$ cat src/ups_line_status_monitor_core_macros.svh
// assertion macros for the ups line status monitor
`ifndef UPS_LINE_STATUS_MONITOR_CORE_MACROS_SVH
`define UPS_LINE_STATUS_MONITOR_CORE_MACROS_SVH

`ifndef NO_ASSERTIONS
`define ULSM_ASSERT(lbl, prop) \
  lbl: assert property (@(posedge clk_i) disable iff (!rst_ni) (prop)) \
    else $error("ulsm assertion failed");
`define ULSM_ASSERT_ALWAYS(lbl, prop) \
  lbl: assert property (@(posedge clk_i) (prop)) \
    else $error("ulsm assertion failed");
`else
`define ULSM_ASSERT(lbl, prop)
`define ULSM_ASSERT_ALWAYS(lbl, prop)
`endif

`endif

$ cat src/ulsm_pkg.sv
// types, constants and helpers shared by the ups line status monitor
`timescale 1ns / 1ps
`default_nettype none

package ulsm_pkg;

  localparam int LineBits   = 9;
  localparam int PeriodBits = 16;
  localparam int CountBits  = 4;
  localparam int AlertBits  = 7;
  localparam int CfgBits    = 16;
  localparam int CfgIdxBits = 3;

  localparam logic [CountBits-1:0] CountMax = '1;

  // alert flag bit positions
  localparam int AlConnErr  = 0;
  localparam int AlConnOk   = 1;
  localparam int AlNoPower  = 2;
  localparam int AlRestored = 3;
  localparam int AlFailed   = 4;
  localparam int AlBattLow  = 5;
  localparam int AlBattOk   = 6;

  typedef enum logic [2:0] {
    NtNone  = 3'd0,
    NtOk    = 3'd1,
    NtFail  = 3'd2,
    NtScram = 3'd3,
    NtCable = 3'd4
  } notice_e;

  typedef enum logic [CfgIdxBits-1:0] {
    RegPowerMask   = 3'd0,
    RegBatteryMask = 3'd1,
    RegCableMask   = 3'd2,
    RegPolarity    = 3'd3,
    RegDebounce    = 3'd4,
    RegBattPeriod  = 3'd5,
    RegCablePeriod = 3'd6
  } cfg_idx_e;

  typedef struct packed {
    logic [LineBits-1:0]   power_mask;
    logic [LineBits-1:0]   battery_mask;
    logic [LineBits-1:0]   cable_mask;
    logic [2:0]            polarity;
    logic [CountBits-1:0]  debounce;
    logic [PeriodBits-1:0] batt_period;
    logic [PeriodBits-1:0] cable_period;
  } cfg_t;

  typedef struct packed {
    logic                  last_pg;
    logic                  last_bg;
    logic [CountBits-1:0]  change_cnt;
    logic                  startup_done;
    logic [PeriodBits-1:0] cable_cnt;
    logic                  cable_was_bad;
    logic [PeriodBits-1:0] batt_cnt;
  } state_t;

  typedef struct packed {
    notice_e              notice;
    logic                 repeated;
    logic [AlertBits-1:0] alerts;
    logic                 holding;
    logic                 cable_bad;
    logic                 power_good;
    logic                 battery_good;
  } result_t;

  localparam state_t StateReset = '{
    last_pg:       1'b1,
    last_bg:       1'b1,
    change_cnt:    '0,
    startup_done:  1'b0,
    cable_cnt:     '0,
    cable_was_bad: 1'b0,
    batt_cnt:      '0
  };

  localparam cfg_t CfgReset = '{
    power_mask:   '0,
    battery_mask: '0,
    cable_mask:   '0,
    polarity:     '0,
    debounce:     4'd4,
    batt_period:  16'd300,
    cable_period: 16'd60
  };

  // reminder counter step, wraps to zero on reaching the period
  function automatic logic [PeriodBits-1:0] step_period(
    input logic [PeriodBits-1:0] count,
    input logic [PeriodBits-1:0] period
  );
    logic [PeriodBits:0] n;
    n = {1'b0, count} + {{PeriodBits{1'b0}}, 1'b1};
    return (n >= {1'b0, period}) ? '0 : n[PeriodBits-1:0];
  endfunction

  // line level after mask and polarity, unused mask reads good
  function automatic logic line_level(
    input logic [LineBits-1:0] lines,
    input logic [LineBits-1:0] mask,
    input logic                inv
  );
    return (mask == '0) ? 1'b1 : ((|(lines & mask)) ^ inv);
  endfunction

endpackage

`default_nettype wire

$ cat src/ups_line_status_monitor_core.sv
// ups line status monitor top level: config registers, sample and result stages
// a word goes from the sample register via evaluation to the result register
// throughput: one word per cycle while the output is not stalled, set by the
// single evaluation stage between the sample register and the result register
// reset: asynchronous active-low, loads reset state and config, drops valid flags
`timescale 1ns / 1ps
`default_nettype none

`include "ups_line_status_monitor_core_macros.svh"

module ups_line_status_monitor_core (
  input  wire logic                            clk_i,
  input  wire logic                            rst_ni,
  input  wire logic                            cfg_we_i,
  input  wire logic [ulsm_pkg::CfgIdxBits-1:0] cfg_idx_i,
  input  wire logic [ulsm_pkg::CfgBits-1:0]    cfg_data_i,
  input  wire logic                            in_valid_i,
  output logic                                 in_ready_o,
  input  wire logic [ulsm_pkg::LineBits-1:0]   modem_lines_i,
  output logic                                 out_valid_o,
  input  wire logic                            out_ready_i,
  output logic [2:0]                           notice_o,
  output logic                                 notice_repeated_o,
  output logic [ulsm_pkg::AlertBits-1:0]       alert_flags_o,
  output logic                                 debounce_holding_o,
  output logic                                 cable_bad_o,
  output logic                                 power_good_o,
  output logic                                 battery_good_o
);

  ulsm_pkg::cfg_t                   cfg_q;
  ulsm_pkg::state_t                 state_q;
  ulsm_pkg::state_t                 state_d;
  ulsm_pkg::result_t                res_d;
  ulsm_pkg::result_t                res_q;
  logic [ulsm_pkg::LineBits-1:0]    lines_q;
  logic                             s1_valid_q;
  logic                             out_valid_q;
  logic                             adv;

  // result stage takes a word when empty or being drained
  assign adv        = !out_valid_q || out_ready_i;
  assign in_ready_o = !s1_valid_q || adv;

  always_ff @(posedge clk_i or negedge rst_ni) begin
    if (!rst_ni) begin
      cfg_q <= ulsm_pkg::CfgReset;
    end else if (cfg_we_i) begin
      unique case (ulsm_pkg::cfg_idx_e'(cfg_idx_i))
        ulsm_pkg::RegPowerMask:   cfg_q.power_mask   <= cfg_data_i[ulsm_pkg::LineBits-1:0];
        ulsm_pkg::RegBatteryMask: cfg_q.battery_mask <= cfg_data_i[ulsm_pkg::LineBits-1:0];
        ulsm_pkg::RegCableMask:   cfg_q.cable_mask   <= cfg_data_i[ulsm_pkg::LineBits-1:0];
        ulsm_pkg::RegPolarity:    cfg_q.polarity     <= cfg_data_i[2:0];
        ulsm_pkg::RegDebounce:    cfg_q.debounce     <= cfg_data_i[ulsm_pkg::CountBits-1:0];
        ulsm_pkg::RegBattPeriod:  cfg_q.batt_period  <= cfg_data_i;
        ulsm_pkg::RegCablePeriod: cfg_q.cable_period <= cfg_data_i;
        default: ;
      endcase
    end
  end

  ulsm_eval u_eval (
    .lines_i (lines_q),
    .cfg_i   (cfg_q),
    .state_i (state_q),
    .state_o (state_d),
    .res_o   (res_d)
  );

  always_ff @(posedge clk_i or negedge rst_ni) begin
    if (!rst_ni) begin
      s1_valid_q  <= 1'b0;
      out_valid_q <= 1'b0;
      state_q     <= ulsm_pkg::StateReset;
    end else begin
      if (in_ready_o) begin
        s1_valid_q <= in_valid_i;
      end
      if (adv) begin
        out_valid_q <= s1_valid_q;
        if (s1_valid_q) begin
          state_q <= state_d;
        end
      end
    end
  end

  always_ff @(posedge clk_i) begin
    if (in_ready_o && in_valid_i) begin
      lines_q <= modem_lines_i;
    end
    if (adv && s1_valid_q) begin
      res_q <= res_d;
    end
  end

  assign out_valid_o        = out_valid_q;
  assign notice_o           = res_q.notice;
  assign notice_repeated_o  = res_q.repeated;
  assign alert_flags_o      = res_q.alerts;
  assign debounce_holding_o = res_q.holding;
  assign cable_bad_o        = res_q.cable_bad;
  assign power_good_o       = res_q.power_good;
  assign battery_good_o     = res_q.battery_good;

  `ULSM_ASSERT(a_cable_bad_quiet,
    out_valid_q && res_q.cable_bad |-> res_q.notice == ulsm_pkg::NtNone && !res_q.holding)
  `ULSM_ASSERT(a_repeat_is_scram,
    out_valid_q && res_q.repeated |-> res_q.notice == ulsm_pkg::NtScram)
  `ULSM_ASSERT(a_holding_no_notice,
    out_valid_q && res_q.holding |-> res_q.notice == ulsm_pkg::NtNone)
  `ULSM_ASSERT(a_count_clears,
    adv && s1_valid_q && !res_d.holding && !res_d.cable_bad |=> state_q.change_cnt == '0)
  `ULSM_ASSERT_ALWAYS(a_stall_only_when_full,
    !in_ready_o |-> s1_valid_q && out_valid_q)

endmodule

`default_nettype wire

$ cat src/ulsm_eval.sv
// per-sample status evaluation: next state and result word
`timescale 1ns / 1ps
`default_nettype none

module ulsm_eval (
  input  wire logic [ulsm_pkg::LineBits-1:0] lines_i,
  input  wire ulsm_pkg::cfg_t                cfg_i,
  input  wire ulsm_pkg::state_t              state_i,
  output ulsm_pkg::state_t                   state_o,
  output ulsm_pkg::result_t                  res_o
);

  logic                                pg;
  logic                                bg;
  logic                                cable_used;
  logic                                cable_good;
  logic                                lp;
  logic                                lb;
  logic                                change;
  logic [ulsm_pkg::CountBits-1:0]      cnt_inc;

  assign pg         = ulsm_pkg::line_level(lines_i, cfg_i.power_mask, cfg_i.polarity[0]);
  assign bg         = ulsm_pkg::line_level(lines_i, cfg_i.battery_mask, cfg_i.polarity[1]);
  assign cable_used = |cfg_i.cable_mask;
  assign cable_good = (|(lines_i & cfg_i.cable_mask)) ^ cfg_i.polarity[2];

  always_comb begin
    state_o            = state_i;
    res_o              = '0;
    res_o.notice       = ulsm_pkg::NtNone;
    res_o.power_good   = pg;
    res_o.battery_good = bg;
    lp                 = state_i.last_pg;
    lb                 = state_i.last_bg;
    change             = 1'b0;
    cnt_inc            = (state_i.change_cnt == ulsm_pkg::CountMax) ?
                         ulsm_pkg::CountMax : state_i.change_cnt + 1'b1;

    if (cable_used && !cable_good) begin
      // sample held while the cable reads bad
      res_o.cable_bad = 1'b1;
      if (state_i.cable_cnt == '0) begin
        res_o.alerts[ulsm_pkg::AlConnErr] = 1'b1;
      end
      state_o.cable_cnt     = ulsm_pkg::step_period(state_i.cable_cnt, cfg_i.cable_period);
      state_o.cable_was_bad = 1'b1;
    end else begin
      if (cable_used) begin
        if (state_i.cable_was_bad) begin
          res_o.alerts[ulsm_pkg::AlConnOk] = 1'b1;
        end
        state_o.cable_was_bad = 1'b0;
        state_o.cable_cnt     = '0;
      end else if (!state_i.startup_done) begin
        state_o.startup_done = 1'b1;
        if (!pg) begin
          res_o.alerts[ulsm_pkg::AlNoPower] = 1'b1;
          lp           = pg;
          lb           = bg;
          res_o.notice = ulsm_pkg::NtCable;
        end
      end

      change = (pg != lp) || (bg != lb);

      if (change && (cnt_inc < cfg_i.debounce)) begin
        res_o.holding      = 1'b1;
        state_o.change_cnt = cnt_inc;
        state_o.last_pg    = lp;
        state_o.last_bg    = lb;
      end else begin
        if (change && (pg != lp)) begin
          if (pg) begin
            res_o.alerts[ulsm_pkg::AlRestored] = 1'b1;
            res_o.notice = ulsm_pkg::NtOk;
          end else if (bg) begin
            res_o.alerts[ulsm_pkg::AlFailed] = 1'b1;
            res_o.notice = ulsm_pkg::NtFail;
          end else begin
            res_o.alerts[ulsm_pkg::AlBattLow] = 1'b1;
            res_o.notice = ulsm_pkg::NtScram;
          end
        end
        if (change && (bg != lb)) begin
          if (!bg && !pg) begin
            res_o.alerts[ulsm_pkg::AlBattLow] = 1'b1;
            res_o.repeated = (res_o.notice == ulsm_pkg::NtScram);
            res_o.notice   = ulsm_pkg::NtScram;
          end else if (bg) begin
            res_o.alerts[ulsm_pkg::AlBattOk] = 1'b1;
          end
        end

        // low battery reminder while on line power
        if (!bg && pg) begin
          if (state_i.batt_cnt == '0) begin
            res_o.alerts[ulsm_pkg::AlBattLow] = 1'b1;
          end
          state_o.batt_cnt = ulsm_pkg::step_period(state_i.batt_cnt, cfg_i.batt_period);
        end else begin
          state_o.batt_cnt = '0;
        end

        state_o.change_cnt = '0;
        state_o.last_pg    = pg;
        state_o.last_bg    = bg;
      end
    end
  end

endmodule

`default_nettype wire

$ cat config.mk
export PLATFORM = sky130hd
export DESIGN_NAME = ups_line_status_monitor_core
export DESIGN_NICKNAME = d
export VERILOG_FILES = /design/src/ulsm_pkg.sv /design/src/ups_line_status_monitor_core.sv /design/src/ulsm_eval.sv
export VERILOG_INCLUDE_DIRS = /design/src /design/src/src
export SDC_FILE = /design/constraint.sdc
export NUM_CORES = 1
export LEC_CHECK = 0
export BUFFER_PORTS_ARGS = -buffer_cell sky130_fd_sc_hd__buf_2
export CORE_MARGIN = 10
export CORE_UTILIZATION = 45
export CTS_CLUSTER_SIZE = 28
export DETAILED_ROUTE_END_ITERATION = 8
export GPL_TIMING_DRIVEN = 0
export PLACE_DENSITY_LB_ADDON = 0.12
export RECOVER_POWER = 100
export SLEW_MARGIN = 10
export SYNTH_ARGS = -nofsm -noshare
export SYNTH_HDL_FRONTEND = slang
export SYNTH_SLANG_ARGS = --single-unit
export TNS_END_PERCENT = 100
$ cat constraint.sdc
create_clock -name clk_i -period 3.45 [get_ports clk_i]
set_clock_uncertainty 0.2 [all_clocks]
set_input_delay 0.1725 -clock clk_i [delete_from_list [all_inputs] [get_ports clk_i]]
set_output_delay 0.1725 -clock clk_i [all_outputs]
set_load 0.02 [all_outputs]
==> flow_summary.ini, run 1 <==
[timing]
fin_ws_ns = -0.242
tightest_slew_ns = 2.57
hold_viol_final = 0
hold_ws_ns = 0.0778
setup_viol = 18
report.final.slew_viol_count = 48
relSlewSlack = -0.715
timing.fmax_mhz = 271
layout_min_cycle_time_ns = 3.69
finalCritPeriodShare = 1.07
rsz0062_at_grt = true

[global_route]
grt_pass1_vias = 5855
grt_max_degree = 63
grt.total_usage = 0.178
grt_pass1_wl_mm = 31.0
overflow = 0
antenna_found_initial = 1

[min_path]
hold_class = input port to register

[logic_synthesis]
synth_edf_count = 24
ys_ff_latch = 132
synth-async-reset-ratio = 0.818
ys_types = 60
ys_seq_area_frac = 0.480
synth_nets = 739
synth.avg_cell_area_um2 = 10.8
ys.flop_type = dfrtp_1
syn_area_um2 = 7160
syn_inst = 665
ys_warn_count = 0

[cts]
clk_latency_ns = 0.42
path_clk_slew_ns = 0.06
cts_htree_levels = 4
cts.sinks = 132
cts_buffers = 17
clockBufferDepth = 2
clockRootBuffer = clkbuf_16
cts_tree = yes

[routing]
drc = 0
postRouteAntennaNets = 0
drtIter0Drc = 308
routed_wire_length_per_instance_um = 18.2
viasPerCell = 5.58
dr.pass1.iters = 5
routed_wl_mm = 18.7
vias = 5740

[power]
p_sw_mw = 1.99
swShare = 0.348
leakage_nw = 4.10
seq_power_share = 0.367
powerDensity_nw_per_um2 = 626
combPwrFrac = 0.316
internal-power_mw = 3.72
ir_worst_vdd_uv = 369
pwr-share-clk = 0.318
total_power_mw = 5.70

[critical_path]
critPathCapture = state_q[7]
rr_worst_depth = 15
critPathRequiredTime_ns = 3.55
start_kind = register
r2r-end = state_q[7]
cp_slowest_cell = dfrtp_2
path_cells = ha_4 -> nand4_1 -> nor2b_2 -> nand4_1 -> xnor2_1 -> ha_1 -> and4_4 -> nand4_1 -> a311o_1 -> and4_1 -> buf_8 -> buf_12 -> a31oi_1 -> o21ai_1 -> a32o_1
cp_common_cell = nand4_1
r2r-start = state_q[0]
cp.arrival_ns = 3.80
critPathMaxFanout = 4
startpoint = state_q[0]
rrSetupSlack_ns = -0.24
critPathKind = register to register
timing.critical_path.to_type = register
slowest_delay_ns = 0.41

[layout]
area_growth_pct = 27.3
final_common_cell = dfrtp_1
fin_nets = 873
drive_gt1_frac = 0.289
fin_util = 0.580
final_cell_mix = dfrtp_1 (89), mux2_2 (64), nand2_1 (58)

[placed_design]
routabilityCongestion = 0.934
dp_hpwl_mm = 13.0
post-place-ws_ns = -0.954
place.port_buffers = 47

[floorplan]
die_y_um = 146
pin_count = 50
core_um2 = 15700
row_count = 46
die_area_um2 = 21400
die_w_um = 146
start_util = 0.456

[status]
violations = capacitance limit, slew limit, setup timing
status = finished, violations left

[job]
cap_violations = 1
metrics by stage:
step	cells	TNS, ns	instance area (um2)
after global placement	928	-12.48	7680
final	1029	-2.26	9110
after floorplan	665	-0.0913	7180
after global routing	1029	-8.93	9110
after CTS	1019	-1.26	8910
after detailed placement	929	-13.23	7720
sequential cells by signal, indices dropped and copies added (netlist names):
register	cells
alert_flags_o	7
battery_good_o	1
cable_bad_o	1
cfg_q	66
debounce_holding_o	1
lines_q	9
notice_o	3
notice_repeated_o	1
out_valid_o	1
power_good_o	1
s1_valid_q	1
state_q	40
final cells by class:
cell class                      count  area (um2)
Tap cell                          216         270
Fill cell                        1354        6600
Sequential cell                   132        3450
Timing Repair Buffer              119         851
Buffer                             17        86.3
Clock inverter                     15         164
Antenna cell                        1        2.50
Inverter                           52         204
Clock buffer                       17         425
Multi-Input combinational cell    460        3660
synth_stat cells, drive strengths merged (17+ instances only):
cell    count  area (um2)
dfrtp      97        2430
mux2       64         721
nand2      59         221
inv        51         191
ha         41         513
o21ai      34         174
nand3      26         130
edfxtp     24         721
nor2       19        76.3
clkbuf     17        63.8
worst max-delay path, delay by kind of cell, from the launching register on:
kind            cells  cell delay [ns]
flops               1             0.41
xor+xnor            1             0.21
compound gates      4             0.88
buf+inv             2             0.27
fa+ha+maj           2             0.47
simple gates        6             1.12
worst min path at each step:
stage / startpoint / end / cells past startpoint
2_1_floorplan: rst_ni / cfg_q[0] / 0
3_3_place_gp: modem_lines_i[0] / lines_q[0] / 1
3_5_place_dp: rst_ni / state_q[10] / 1
4_1_cts: cfg_idx_i[2] / cfg_q[34] / 5
5_1_grt: cfg_we_i / cfg_q[38] / 3
6_report: cfg_we_i / cfg_q[34] / 5
timing repair:
action / CTS / global route
pin swaps: 18 / 9
gates resized for setup: 34 / 42
cloned: 1 / 0
buffers inserted: 33 / 11
hold buffers: 29 / 0
endpoints found under the setup margin: 30 / 36
endpoints found under the hold margin: 176 / 0
power groups by stage:
| stage | registers, mW | clock network [mW] | logic [mW] |
|---|---|---|---|
| after floorplan | 2.11 | 0 | 1.02 |
| after detailed placement | 2.12 | 0 | 1.50 |
| after global routing | 2.13 | 1.92 | 1.98 |
| after CTS | 2.09 | 1.85 | 1.65 |
| final | 2.09 | 1.81 | 1.80 |
| after global placement | 2.11 | 0 | 1.46 |
routing by layer:
metal,vias to the layer above,part of all wire,track usage
li1,2734,-,-
met1,2847,0.46,0.230
met2,123,0.48,0.288
met3,36,0.039,0.0417
met4,0,0.025,0.0561
met5,-,0,0
cells by family (layout without fill, tap and decap cells):
kind of cell	count (synthesis)	in the layout	synth area share
XOR/XNOR	27	27	0.0330
flip-flops	132	132	0.480
AO/OA/AOI/OAI	121	121	0.119
multiplexers	65	65	0.102
adder cells (fa/ha/maj)	41	41	0.0716
buffers and inverters	73	220	0.0397
other	0	1	0
AND/OR/NAND/NOR	206	206	0.155
No activity file was read; power rests on OpenSTA's default activity.
==> run 2: changes to the inputs <==
--- a/config.mk
+++ b/config.mk
@@ -17,5 +17,6 @@
 export SLEW_MARGIN = 10
 export SYNTH_ARGS = -nofsm -noshare
 export SYNTH_HDL_FRONTEND = slang
+export SYNTH_HIERARCHICAL = 1
 export SYNTH_SLANG_ARGS = --single-unit
 export TNS_END_PERCENT = 100
==> constraint.sdc (replaced) <==
create_clock -name clk_i -period 3.45 [get_ports clk_i]
set_clock_uncertainty 0.2 [all_clocks]
set_input_delay 0.1725 -clock clk_i [delete_from_list [all_inputs] [get_ports clk_i]]
set_output_delay 0.1725 -clock clk_i [all_outputs]
set_load 0.005 [all_outputs]
==> run 2 against run 1 <==
Compared with the run above: the run ends with capacitance limit, slew limit left; via count up 1.4%; count of clock-buffer cells in the layout increased by 1; area after synthesis grew 7.4%; sequential power up 2%; worst hold slack got worse by 0.012 ns; synthesized cell count rose by 3.5%; cell area grew 8.2%; core utilization is 1.2 points higher; setup slack better by 0.24 ns; first-iteration DRC count fell by 11%; wire length is 5.1% higher; largest cell class unchanged; highest routed layer unchanged.
==> flow_summary.ini, run 2 <==
[status]
violations = capacitance limit, slew limit
status = finished, violations left

[timing]
timing.fmax_mhz = 290
setup_viol = 0
fin_setup_tns_ns = 0
tightest_slew_ns = 2.31
finalCritPeriodShare = 0.999
hold_ws_ns = 0.0660
layout_min_cycle_time_ns = 3.45
hold_viol_final = 0
rsz0062_at_grt = true
relSlewSlack = -0.540
report.final.slew_viol_count = 49

[routing]
dr.pass1.iters = 5
drtIter0Drc = 274
viasPerCell = 5.49
routed_wl_mm = 19.7
drc = 0
vias = 5819
postRouteAntennaNets = 0
routed_wire_length_per_instance_um = 18.6

[global_route]
grt_pass1_vias = 6091
antenna_found_initial = 0
overflow = 0
grt_pass1_wl_mm = 31.1
grt.total_usage = 0.174
grt_max_degree = 61

[layout]
final_common_cell = mux2_2
antennaDiodeCount = 0
n_fill_cell = 1389
multi_input_area_um2 = 4360
fin_nets = 901
regArea_um2 = 3450
area_growth_pct = 28.2
final_cell_area_um2 = 9860
fin_util = 0.593
drive_gt1_frac = 0.387
largest-register = cfg_q
final_cell_mix = mux2_2 (98), dfrtp_1 (88), inv_1 (55)
largest_reg_flops = 66
reg_top3 = cfg_q x66, state_q x40, lines_q x9

[logic_synthesis]
syn_inst = 688
synthAdderAreaFrac = 0.0683
synth_top_family_by_area = multiplexers
synth.area.mux_share = 0.170
ys_ff_latch = 132
synth-simple-area-share = 0.148
synth_common_cells = mux2_2 (106), dfrtp_1 (97), inv_1 (58), nand2_1 (58), ha_1 (42)
netlist.area_leader.share = 0.316
ys_seq_area_frac = 0.447
ys.flop_type = dfrtp_1
ys_warn_count = 6
synthTopCellsByArea = dfrtp_1 (32%), mux2_2 (16%), edfxtp_1 (9.4%)
synth-async-reset-ratio = 0.818
synth_nets = 763
yosys.area.top_type = dfrtp_1
ys_types = 75
synth.avg_cell_area_um2 = 11.2
synth_compound_area_frac = 0.0862
synth-xor-area-share = 0.0319
synth_edf_count = 24
syn_area_um2 = 7690
synth_most_common_cell = mux2_2

[placed_design]
post_dp_cell_area_um2 = 8240
place.port_buffers = 47
dp_hpwl_mm = 13.4
routabilityCongestion = 0.878

[floorplan]
start_util = 0.462
core_um2 = 16600
pin_count = 50
die_area_um2 = 22700
die_w_um = 151
row_count = 47
die_y_um = 151

[power]
ir_worst_vdd_uv = 385
leakage_nw = 4.44
total_power_mw = 5.83
powerDensity_nw_per_um2 = 591

[cts]
cts.sinks = 132
clockBufferDepth = 2
clk_latency_ns = 0.42
cts_buffers = 17
path_clk_slew_ns = 0.06
cts_htree_levels = 4
clockRootBuffer = clkbuf_16
cts_tree = yes

[critical_path]
critPathRequiredTime_ns = 3.61
cp.arrival_ns = 3.61
cp_slowest_cell = a2111o_1
crit_family = simple AND/OR/NAND/NOR gates
critPathKind = register to register
critPathMaxFanout = 7
cp_common_cell = and3_4
start_kind = register
critical_path_buf_inv_count = 2
path_cells = and3_4 -> and4_1 -> and2_4 -> and3_4 -> xnor2_4 -> inv_2 -> ha_4 -> nand4_1 -> nor3_2 -> a311o_1 -> a2111o_1 -> clkbuf_8 -> nand2b_1 -> nand2_1 -> mux2_4
slowest_delay_ns = 0.47
timing.critical_path.to_type = register

[min_path]
hold_class = input port to register

[job]
cap_violations = 1
-- run 2: worst register-to-register path, delay by kind of cell (launching register included) --
kind / cells / cell delay (ns)
simple gates: 8 / 1.25
xor+xnor: 1 / 0.12
buf+inv: 2 / 0.27
compound gates: 2 / 0.74
mux: 1 / 0.14
fa+ha+maj: 1 / 0.21
flops: 1 / 0.46
-- run 2: layout make-up --
cell class / instances / share of cell area
flip-flops and latches: 132 / 0.350
plain buffers: 19 / 0.0114
clock inverters: 14 / 0.0103
repair buffers: 122 / 0.0896
inverters: 62 / 0.0249
multi-input cells: 472 / 0.442
clock buffers: 18 / 0.0445
well taps: 220 / 0.0279
-- run 2: cell families (layout without fill, tap and decap cells) --
logic type / count (synthesis) / in the layout
AOI/OAI and AO/OA: 89 / 89
DFF: 132 / 132
and+or+nand+nor: 196 / 196
buffers and inverters: 84 / 235
xor gates and xnor gates: 28 / 28
adders and majority gates: 42 / 42
muxes: 117 / 117
-- run 2: power breakdown --
part / internal [mW] / switching [mW]
Clock: 0.941 / 0.734
Sequential: 1.92 / 0.208
Combinational: 0.944 / 1.08
-- run 2: path summary, 6_finish.rpt --
| kind | startpoint | to | slack (ns) | depth (start not counted) |
|---|---|---|---|---|
| max | state_q[26] | state_q[27] | 0.003 | 15 |
| min | cfg_idx_i[2] | cfg_q[36] | 0.07 | 3 |
| max reg2reg | state_q[26] | state_q[27] | 0.003 | 15 |
| min reg2reg | s1_valid_q | out_valid_o | 0.29 | 1 |
| max in group asynchronous | rst_ni | state_q[3] | 0.63 | 2 |
| min in group asynchronous | rst_ni | state_q[9] | 0.92 | 2 |
-- run 2: layer usage --
metal / vias up / share of wire / GRT usage / routed length, um
li1: 2778 / - / - / -
met1: 2859 / 0.45 / 0.220 / 8760
met2: 145 / 0.49 / 0.285 / 9610
met3: 37 / 0.043 / 0.0345 / 842
met4: 0 / 0.023 / 0.0731 / 454
met5: - / 0 / 0 / 0
-- run 2: through the flow --
step	worst slack, ns	std cells
detailed placement	-0.559	956
global placement	-0.495	955
global route	-0.104	1059
finish	0.00343	1059
CTS	-0.0255	1045
floorplan	0.0401	688
-- run 2: what timing repair did --
item / CTS / global route
hold buffers: 30 / 0
endpoints found under the setup margin: 44 / 39
setup buffers: 27 / 15
gates cloned: 2 / 0
resized for setup: 70 / 57
pin swaps: 29 / 26
hold endpoints to repair: 179 / 0
==> run 3: changes to the inputs <==
--- a/config.mk
+++ b/config.mk
@@ -7,12 +7,14 @@
 export NUM_CORES = 1
 export LEC_CHECK = 0
 export BUFFER_PORTS_ARGS = -buffer_cell sky130_fd_sc_hd__buf_2
+export CAP_MARGIN = 20
 export CORE_MARGIN = 10
 export CORE_UTILIZATION = 45
 export CTS_CLUSTER_SIZE = 28
 export DETAILED_ROUTE_END_ITERATION = 8
+export GPL_ROUTABILITY_DRIVEN = 0
 export GPL_TIMING_DRIVEN = 0
-export PLACE_DENSITY_LB_ADDON = 0.12
+export PLACE_DENSITY = 0.69
 export RECOVER_POWER = 100
 export SLEW_MARGIN = 10
 export SYNTH_ARGS = -nofsm -noshare
==> run 3 against run 2 <==
Compared with the run above: the flow finishes with violations (capacitance limit, slew limit, setup timing); sequential power hardly changed; global-route usage is 0.21 points higher; combinational power is 4% higher; die area stayed put; flip-flop and latch count stayed put; core utilization is 1.6 points higher; register-to-register slack worse by 0.18 ns; clock power is 7% higher; count of clock-buffer cells in the layout is 6 higher; sequential share of layout area is 0.90 points lower; setup slack worse by 0.18 ns; critical path type unchanged.
==> flow_summary.ini, run 3 (synthesized netlist as in run 2, its figures left out) <==
[critical_path]
critPathRequiredTime_ns = 3.55
path_cells = or4_1 -> nor3_4 -> buf_4 -> inv_2 -> o21ai_0 -> clkbuf_1 -> inv_2 -> clkbuf_1 -> a221oi_1 -> o21ai_1 -> mux2_2
cp_slowest_cell = or4_1
critPathKind = register to register
cp.arrival_ns = 3.73
critPathMaxFanout = 10
start_kind = register
timing.critical_path.to_type = register
slowest_delay_ns = 0.60

[cts]
cts_buffers = 17
cts.sinks = 132
clockBufferDepth = 2
path_clk_slew_ns = 0.06
cts_htree_levels = 4
clockRootBuffer = clkbuf_16
clk_latency_ns = 0.42
cts_tree = yes

[status]
status = finished, violations left
violations = capacitance limit, slew limit, setup timing

[floorplan]
row_count = 47
die_w_um = 151
core_um2 = 16600
die_y_um = 151
die_area_um2 = 22700
pin_count = 50
start_util = 0.462

[routing]
dr.pass1.iters = 7
viasPerCell = 5.71
drtIter0Drc = 586
routed_wire_length_per_instance_um = 19.3
postRouteAntennaNets = 0
vias = 6170
routed_wl_mm = 20.9
drc = 0

[power]
ir_worst_vdd_uv = 416
powerDensity_nw_per_um2 = 598
total_power_mw = 6.05
leakage_nw = 4.62

[timing]
finalCritPeriodShare = 1.05
tightest_slew_ns = 2.04
setup_viol = 16
layout_min_cycle_time_ns = 3.63
hold_viol_final = 0
timing.fmax_mhz = 276
relSlewSlack = -0.360
report.final.slew_viol_count = 92
hold_ws_ns = 0.0591
rsz0062_at_grt = true
fin_setup_tns_ns = -0.660
fin_ws_ns = -0.179

[placed_design]
dp_hpwl_mm = 13.1
post_dp_cell_area_um2 = 8240
dp.cells = 957
post-place-ws_ns = -0.565
place.port_buffers = 47

[layout]
final_cell_mix = mux2_2 (93), dfrtp_1 (87), buf_4 (59)
fin_nets = 922
area_growth_pct = 31.7
largest_reg_flops = 66
final_common_cell = mux2_2
reg_top3 = cfg_q x66, state_q x40, lines_q x9
largest-register = cfg_q
antennaDiodeCount = 0
drive_gt1_frac = 0.424
final_cell_area_um2 = 10100
fin_util = 0.608
layout.cells.non_filler = 1080

[global_route]
grt.total_usage = 0.176
grt_pass1_vias = 6148
antenna_found_initial = 0
grt_max_degree = 92
grt_pass1_wl_mm = 31.8
overflow = 0

[job]
cap_violations = 1

[min_path]
hold_class = input port to register
run 3: changes by cell type in the layout (fill, tap and decap cells not counted), sizes merged, moves of 2 or more:
cell	previous run	this run
buf	78	104
bufinv	0	2
clkinv	5	3
inv	67	62
run 3: per-layer routing:
| metal | share of wire | up-vias | GRT usage |
|---|---|---|---|
| met5 | 0 | - | 0 |
| met4 | 0.032 | 0 | 0.0804 |
| met3 | 0.049 | 51 | 0.0345 |
| met2 | 0.50 | 227 | 0.288 |
| met1 | 0.42 | 3087 | 0.221 |
| li1 | - | 2805 | - |
run 3: report_power, final:
group | total (mW) | internal (mW) | switching, mW
Combinational | 2.12 | 0.980 | 1.14
Clock | 1.80 | 1.14 | 0.664
Sequential | 2.13 | 1.92 | 0.211
Total | 6.05 | 4.04 | 2.01
run 3: path summary, 6_finish.rpt:
path	start	end	slack, ns	cells after the start
worst min register to register	s1_valid_q	out_valid_o	0.31	1
max in group asynchronous	rst_ni	state_q[19]	0.60	3
worst max-delay path	cfg_q[39]	state_q[11]	-0.18	11
worst min-delay path	cfg_idx_i[0]	cfg_q[33]	0.06	3
min in group asynchronous	rst_ni	state_q[38]	0.26	2
worst max register to register	cfg_q[39]	state_q[11]	-0.18	11
run 3: worst max-delay path, delay by kind of cell (launching register included):
family	cells	cell delay, ns
AOI/OAI and AO/OA	3	0.77
DFF	1	0.40
and+or+nand+nor	2	0.84
buffers and inverters	5	1.02
muxes	1	0.27
run 3: cell type report:
type / count / area (um2)
plain buffers: 19 / 113
fillers: 1254 / 6520
clock inverters: 8 / 101
well taps: 220 / 275
multi-input cells: 472 / 4420
clock buffers: 24 / 492
flip-flops and latches: 132 / 3450
inverters: 62 / 245
repair buffers: 143 / 1030
run 3: what timing repair did:
action | CTS | global route
gates resized for setup | 52 | 102
buffers inserted | 40 | 21
hold endpoints to repair | 176 | 0
gates cloned | 2 | 0
pin swaps | 18 | 45
setup endpoints to repair | 44 | 39
hold buffers | 31 | 0
